File: config.mk
export PLATFORM = sky130hd
export DESIGN_NAME = bqsf_ctrl
export DESIGN_NICKNAME = d
export VERILOG_FILES = /design/src/hw/rtl/bqsf_pkg.sv /design/src/hw/rtl/bqsf_ctrl.sv
export SDC_FILE = /design/constraint.sdc
export NUM_CORES = 1
export LEC_CHECK = 0
export ABC_AREA = 1
export BUFFER_PORTS_ARGS = -buffer_cell sky130_fd_sc_hd__buf_4
export CAP_MARGIN = 15
export CELL_PAD_IN_SITES_DETAIL_PLACEMENT = 0
export CELL_PAD_IN_SITES_GLOBAL_PLACEMENT = 1
export CORE_AREA = 2 2 39 41
export DETAILED_ROUTE_END_ITERATION = 7
export DIE_AREA = 0 0 41 43
export PLACE_DENSITY_LB_ADDON = 0.15
export SLEW_MARGIN = 20
export SYNTH_ARGS = -nofsm -noshare
export SYNTH_HDL_FRONTEND = slang
export SYNTH_SLANG_ARGS = --single-unit
File: constraint.sdc
create_clock -name clk -period 2.2 [get_ports clk]
set_clock_uncertainty 0.05 [all_clocks]
set_input_delay 0.55 -clock clk [delete_from_list [all_inputs] [get_ports clk]]
set_output_delay 0.55 -clock clk [all_outputs]
set_load 0.005 [all_outputs]
File: src/hw/rtl/bqsf_pkg.sv
// Shared constants, payload types, controller types and helpers for the quota sample filter.
`default_nettype none

package bqsf_pkg;

	localparam int MAX_PT_BINS  = 32;
	localparam int MAX_ETA_BINS = 32;
	localparam int NUM_CLASSES  = 4;

	localparam int PT_BIN_W  = $clog2(MAX_PT_BINS);
	localparam int ETA_BIN_W = $clog2(MAX_ETA_BINS);
	localparam int CLASS_W   = $clog2(NUM_CLASSES);
	localparam int CELL_ADDR_W = CLASS_W + PT_BIN_W + ETA_BIN_W;
	localparam int CELL_DEPTH  = 1 << CELL_ADDR_W;

	localparam int VALUE_W    = 16;
	localparam int COUNT_W    = 16;
	localparam int BINCNT_W   = 6;
	localparam int PARITY_W   = 2;
	localparam int CLASS_IN_W = 3;
	localparam int REASON_W   = 3;
	localparam int TOTAL_W    = 26;
	localparam int CTR_W      = 11;
	localparam int CFG_IDX_W  = 3;

	localparam logic [TOTAL_W-1:0] TOTAL_MAX = {TOTAL_W{1'b1}};
	localparam logic [CTR_W-1:0]   CTR_MAX   = {CTR_W{1'b1}};

	localparam int DIV_W     = 16;
	localparam int DIV_STEPS = DIV_W;
	localparam int STEP_W    = $clog2(DIV_STEPS);

	typedef enum logic [CFG_IDX_W-1:0] {
		REG_PT_ORIGIN      = 3'd0,
		REG_PT_BIN_WIDTH   = 3'd1,
		REG_PT_BIN_COUNT   = 3'd2,
		REG_ETA_ORIGIN     = 3'd3,
		REG_ETA_BIN_WIDTH  = 3'd4,
		REG_ETA_BIN_COUNT  = 3'd5,
		REG_TARGET_PER_BIN = 3'd6,
		REG_PARITY_MODE    = 3'd7
	} cfg_index_t;

	typedef enum logic [REASON_W-1:0] {
		REASON_ACCEPTED = 3'd0,
		REASON_PARITY   = 3'd1,
		REASON_UNMAPPED = 3'd2,
		REASON_RANGE    = 3'd3,
		REASON_FULL     = 3'd4,
		REASON_DONE     = 3'd5
	} reason_t;

	typedef struct packed {
		logic [VALUE_W-1:0]        pt_value;
		logic signed [VALUE_W-1:0] eta_value;
		logic                      event_odd;
		logic [CLASS_IN_W-1:0]     class_index;
	} item_t;

	typedef struct packed {
		logic                  accepted;
		logic [REASON_W-1:0]   reject_reason;
		logic [PT_BIN_W-1:0]   pt_bin;
		logic [ETA_BIN_W-1:0]  eta_bin;
		logic [COUNT_W-1:0]    bin_fill;
		logic [TOTAL_W-1:0]    class_accepted_total;
		logic                  class_complete;
		logic                  all_classes_done;
	} result_t;

	typedef enum logic [2:0] {
		ST_CLEAR,
		ST_IDLE,
		ST_CHECK,
		ST_DIV_PT,
		ST_DIV_ETA,
		ST_LOCATE,
		ST_UPDATE,
		ST_RESULT
	} state_t;

	typedef struct packed {
		logic clear_en;
		logic load_item;
		logic check;
		logic div_start;
		logic div_sel_eta;
		logic capture_pt;
		logic capture_eta;
		logic mem_read;
		logic update;
		logic load_result;
	} ctrl_cmd_t;

	typedef struct packed {
		logic clear_last;
		logic early_reject;
		logic div_done;
		logic out_of_range;
	} dp_status_t;

	function automatic logic [BINCNT_W-1:0] clamp_bins(input logic [BINCNT_W-1:0] raw,
			input logic [BINCNT_W-1:0] limit);
		logic [BINCNT_W-1:0] n;
		n = (raw == '0) ? BINCNT_W'(1) : raw;
		return (n > limit) ? limit : n;
	endfunction

	function automatic logic [VALUE_W-1:0] at_least_one(input logic [VALUE_W-1:0] v);
		return (v == '0) ? VALUE_W'(1) : v;
	endfunction

endpackage

`default_nettype wire

File: src/hw/rtl/bqsf_ctrl.sv
// Controller state machine that sequences clearing, bin location, cell update and reporting.
`default_nettype none

module bqsf_ctrl (
	input  wire logic                  clk,
	input  wire logic                  arst_n,
	input  wire logic                  start,
	input  wire bqsf_pkg::dp_status_t  status,
	output bqsf_pkg::ctrl_cmd_t        cmd,
	output logic                       busy
);

	bqsf_pkg::state_t state_q;
	bqsf_pkg::state_t state_d;

	always_ff @(posedge clk or negedge arst_n) begin
		if (!arst_n) begin
			state_q <= bqsf_pkg::ST_CLEAR;
		end else begin
			state_q <= state_d;
		end
	end

	always_comb begin
		state_d = state_q;
		unique case (state_q)
			bqsf_pkg::ST_CLEAR: begin
				if (status.clear_last) begin
					state_d = bqsf_pkg::ST_IDLE;
				end
			end
			bqsf_pkg::ST_IDLE: begin
				if (start) begin
					state_d = bqsf_pkg::ST_CHECK;
				end
			end
			bqsf_pkg::ST_CHECK: begin
				state_d = status.early_reject ? bqsf_pkg::ST_RESULT : bqsf_pkg::ST_DIV_PT;
			end
			bqsf_pkg::ST_DIV_PT: begin
				if (status.div_done) begin
					state_d = bqsf_pkg::ST_DIV_ETA;
				end
			end
			bqsf_pkg::ST_DIV_ETA: begin
				if (status.div_done) begin
					state_d = bqsf_pkg::ST_LOCATE;
				end
			end
			bqsf_pkg::ST_LOCATE: begin
				state_d = status.out_of_range ? bqsf_pkg::ST_RESULT : bqsf_pkg::ST_UPDATE;
			end
			bqsf_pkg::ST_UPDATE: begin
				state_d = bqsf_pkg::ST_RESULT;
			end
			bqsf_pkg::ST_RESULT: begin
				state_d = bqsf_pkg::ST_IDLE;
			end
			default: begin
				state_d = bqsf_pkg::ST_IDLE;
			end
		endcase
	end

	always_comb begin
		cmd  = '0;
		busy = 1'b1;
		unique case (state_q)
			bqsf_pkg::ST_CLEAR: begin
				cmd.clear_en = 1'b1;
			end
			bqsf_pkg::ST_IDLE: begin
				busy          = 1'b0;
				cmd.load_item = start;
			end
			bqsf_pkg::ST_CHECK: begin
				cmd.check     = 1'b1;
				cmd.div_start = !status.early_reject;
			end
			bqsf_pkg::ST_DIV_PT: begin
				cmd.capture_pt  = status.div_done;
				cmd.div_start   = status.div_done;
				cmd.div_sel_eta = 1'b1;
			end
			bqsf_pkg::ST_DIV_ETA: begin
				cmd.div_sel_eta = 1'b1;
				cmd.capture_eta = status.div_done;
			end
			bqsf_pkg::ST_LOCATE: begin
				cmd.mem_read = !status.out_of_range;
			end
			bqsf_pkg::ST_UPDATE: begin
				cmd.update = 1'b1;
			end
			bqsf_pkg::ST_RESULT: begin
				cmd.load_result = 1'b1;
			end
			default: begin
				cmd = '0;
			end
		endcase
	end

endmodule

`default_nettype wire

; Word-level counts from Yosys, hierarchy flattened
; Index checks and enable logic that the tools add are counted.
[totals]
elab_cells = 35
reg_bits = 3
[classes]
reduce_logical = 5
muxes = 18
eq_ne = 11
[op_table]
columns = op, n
row1 = $pmux W3 S8, 1
row2 = $mux W3, 5
row3 = $eq A3 B3 Y1 const B, 4
row4 = $mux W1, 11
row5 = $ne A2 B2 Y1 const B, 4
row6 = $eq A3 B2 Y1 const B, 2
row7 = $reduce_and A4 Y1, 1
row8 = $eq A3 B1 Y1 const B, 1
row9 = $logic_not A3 Y1, 1
row10 = $logic_not A1 Y1, 2
row11 = $pmux W1 S2, 1
row12 = $reduce_or A2 Y1, 1

; Logic depth before layout (Yosys ltp)
[depth]
depth_word = 3
depth_mapped = 8

; Worst setup path after synthesis
; No wires, ideal clock.
[synth_timing]
path_type = reg-to-output
startpoint = reg state_q[0]
endpoint = out cmd[6] (netlist name)
required_ns = 1.600
path_buffers = 1
arrival_ns = 0.858
path_slack_ns = 0.742
stages_incl_launch_ff = 5
path_cell_list = dfrtp_1 > buf_6 > inv_2 > nand2_1 > o32ai_1
[synth_rtl]
columns = element, line
row1 = "start, declared", bqsf_ctrl.sv:13  ; bqsf_pkg::state_t state_q;
row2 = "start signal, assigned", bqsf_ctrl.sv:18  ; state_q <= bqsf_pkg::ST_CLEAR;
row3 = "start signal, assigned", bqsf_ctrl.sv:20  ; state_q <= state_d;
row4 = "end, declared", bqsf_ctrl.sv:9  ; output bqsf_pkg::ctrl_cmd_t cmd,

==> flow_metrics.env <==
export IMPL_status="finished, final reports clean"
export IMPL_cpMostUsedCell="nor2_1"
export IMPL_maxSlewHeadroom_pct=79.4
export IMPL_postSynthCellCount=56
export IMPL_yosys_area_top_type="dfrtp_1"
export IMPL_r2r_start="state_q[2]$_DFFE_PN0P_"
export IMPL_io_buffers=17
export IMPL_clk_latency_ns=0.23
export IMPL_postCtsResizedCells=0
export IMPL_viasPerCell=4.10
export IMPL_drcViolationCount=0
export IMPL_die_area_sq_mm=0.00176
export IMPL_yosysWarnings=0
export IMPL_cts_tree="yes"
export IMPL_nets=83
export IMPL_wire_per_inst_um=8.78
export IMPL_holdCritPathClass="input port to asynchronous set/reset pin"
export IMPL_dp_hpwl_um=633
export IMPL_r2r_end="state_q[0]$_DFFE_PN0P_"
export IMPL_grt_use_total_pct=11.6
export IMPL_cpPeakStageDelay_ns=0.48
export IMPL_setup_tns_ns=0
export IMPL_initial_core_util_pct=23.6
export IMPL_postRouteAntennaNets=0
export IMPL_top_register="state_q"
export IMPL_htreeDepth=1
export IMPL_powerDensity_mw_per_mm2=1380
export IMPL_fin_util_pct=34.5
export IMPL_dp_cells=87
export IMPL_die_w_um=41
export IMPL_grt_pass1_vias=368
export IMPL_reg_largest_list="state_q x3"
export IMPL_grt_max_degree=9
export IMPL_cts_sinks=3
export IMPL_arrival_ns=1.27
export IMPL_ir_drop_v=0.000449
export IMPL_syn_cell_area_sq_um=327
export IMPL_cts_root_buf="clkbuf_4"
export IMPL_synthTopCellsByArea="dfrtp_1 (23%), nand2_1 (21%), inv_1 (10%)"
export IMPL_core_sq_mm=0.00138
export IMPL_cts_buffers_inserted=3
export IMPL_routed_via_count=373
export IMPL_dr_pass1_iters=4
export IMPL_boundaryPins=18
export IMPL_wl_um=799
export IMPL_synth_seq_area_share_pct=23.0
export IMPL_path_max_fanout=7
export IMPL_post_cts_setup_buffer_count=0
export IMPL_period_needed_ns=1.87
export IMPL_cp_end_kind="output pin"
export IMPL_synthToLayoutAreaGrowth_pct=46.4
export IMPL_hold_viol=0
export IMPL_slowest_stage="dfrtp_1"
export IMPL_fin_crit_sh_pct=85.2
export IMPL_clk_pin_slew_ns=0.04
export IMPL_final_cell_mix="nand2_1 (18), buf_4 (17), inv_1 (9), nor2_1 (7), nand3_1 (6)"
export IMPL_largest_reg_flops=3
export IMPL_placed_area_sq_um=452
export IMPL_clockBufferDepth=2
export IMPL_rrSetupSlack_ns=0.86
export IMPL_stdcell_area_sq_um=478
export IMPL_synth_fp_nets=63
export IMPL_worstMarginPinSlew_ns=0.309
export IMPL_grt_overflow=0
export IMPL_ys_ff_latch=3
export IMPL_antenna_found_initial=0
export IMPL_drive_above_1_share_pct=36.0
export IMPL_die_h_um=43
export IMPL_worstSetupPathType="register to output pin"
export IMPL_mostFrequentLayoutCell="nand2_1"
export IMPL_drv_cap=0
export IMPL_synth_cell_type_count=14
export IMPL_endpoint="cmd[2]"
export IMPL_finalSetupViolations=0
export IMPL_startpoint_type="register"
export IMPL_leakagePower_nw=0.300
export IMPL_worstPathCellList="inv_2 -> nor2_1 -> nand2_1 -> nor2_1 -> buf_4"
export IMPL_finalNonFillerCells=91
export IMPL_rsz0062_at_grt="no"
export IMPL_grt_first_pass_wirelength_um=1420
export IMPL_crit_required_ns=1.60
export IMPL_fmax_ghz=0.534
export IMPL_hold_buffers=0
export IMPL_finalMaxSlewViolations=0
export IMPL_cp_startpoint="state_q[0]$_DFFE_PN0P_"
export IMPL_rows=14
export IMPL_n_antenna_cell=0
export IMPL_synth_top_area_share_pct=23.0
export IMPL_drt_iter0_drc=3
export IMPL_syn_avg_cell_area_sq_um=5.83
export IMPL_place_gp_congestion=0.732
export IMPL_ff2ff_path_depth=5
## report_power, final
group | switching (mW) | total, mW | internal (mW)
combinational | 0.220 | 0.412 | 0.193
clock | 0.0282 | 0.0961 | 0.0680
sequential | 0.0662 | 0.153 | 0.0867
## routing by layer
layer	share of wire (%)	routed length, um	global-route usage (%)	vias up
li1	-	-	-	207
met1	45	363	14.7	155
met2	50	400	17.2	11
met3	4.5	36	1.57	0
met4	0	0	8.00	0
met5	0	0	0	-
## metrics by stage
stage | hold WS, ns | setup slack, ns | total power, mW
3_3_place_gp | 0.290 | 0.542 | 0.576
2_1_floorplan | 0.204 | 0.742 | 0.445
3_5_place_dp | 0.291 | 0.535 | 0.570
4_1_cts | 0.0387 | 0.320 | 0.674
5_1_grt | 0.0395 | 0.203 | 0.750
6_report | 0.0480 | 0.326 | 0.662
## synthesized netlist by cell type (all sizes together)
cell type  count
buf            2
dfrtp          3
inv           11
nand2         21
nand3          6
nor2           9
nor3           1
o21ai          1
o32ai          1
xor2           1
## worst min-delay path by stage
| stage | to | slack, ns | cells past startpoint |
|---|---|---|---|
| 6_report | state_q[1]$_DFFE_PN0P_ | 0.05 | 1 |
| 2_1_floorplan | state_q[0]$_DFFE_PN0P_ | 0.20 | 0 |
| 4_1_cts | state_q[1]$_DFFE_PN0P_ | 0.04 | 1 |
| 3_3_place_gp | state_q[0]$_DFFE_PN0P_ | 0.29 | 1 |
| 5_1_grt | state_q[0]$_DFFE_PN0P_ | 0.04 | 1 |
| 3_5_place_dp | state_q[1]$_DFFE_PN0P_ | 0.29 | 1 |
## kinds of logic after synthesis
group | share of synthesized area (%)
AND/OR/NAND/NOR | 50.6
buffers and inverters | 19.5
AO/OA/AOI/OAI | 4.21
flip-flops | 23.0
XOR/XNOR | 2.68
## critical path: cells and delay by family (launching register included)
family / cells / cell delay [ns]
and+or+nand+nor: 3 / 0.39
buffers and inverters: 2 / 0.17
DFF: 1 / 0.48
## final cells by class
class	count	area (sq um)
fill	163	906
multi-input combinational	40	188
timing repair buffer	17	128
sequential	3	75.1
inverter	11	41.3
clock buffer	4	26.3
tap	16	20.0
(Power assumes the default switching activity.)
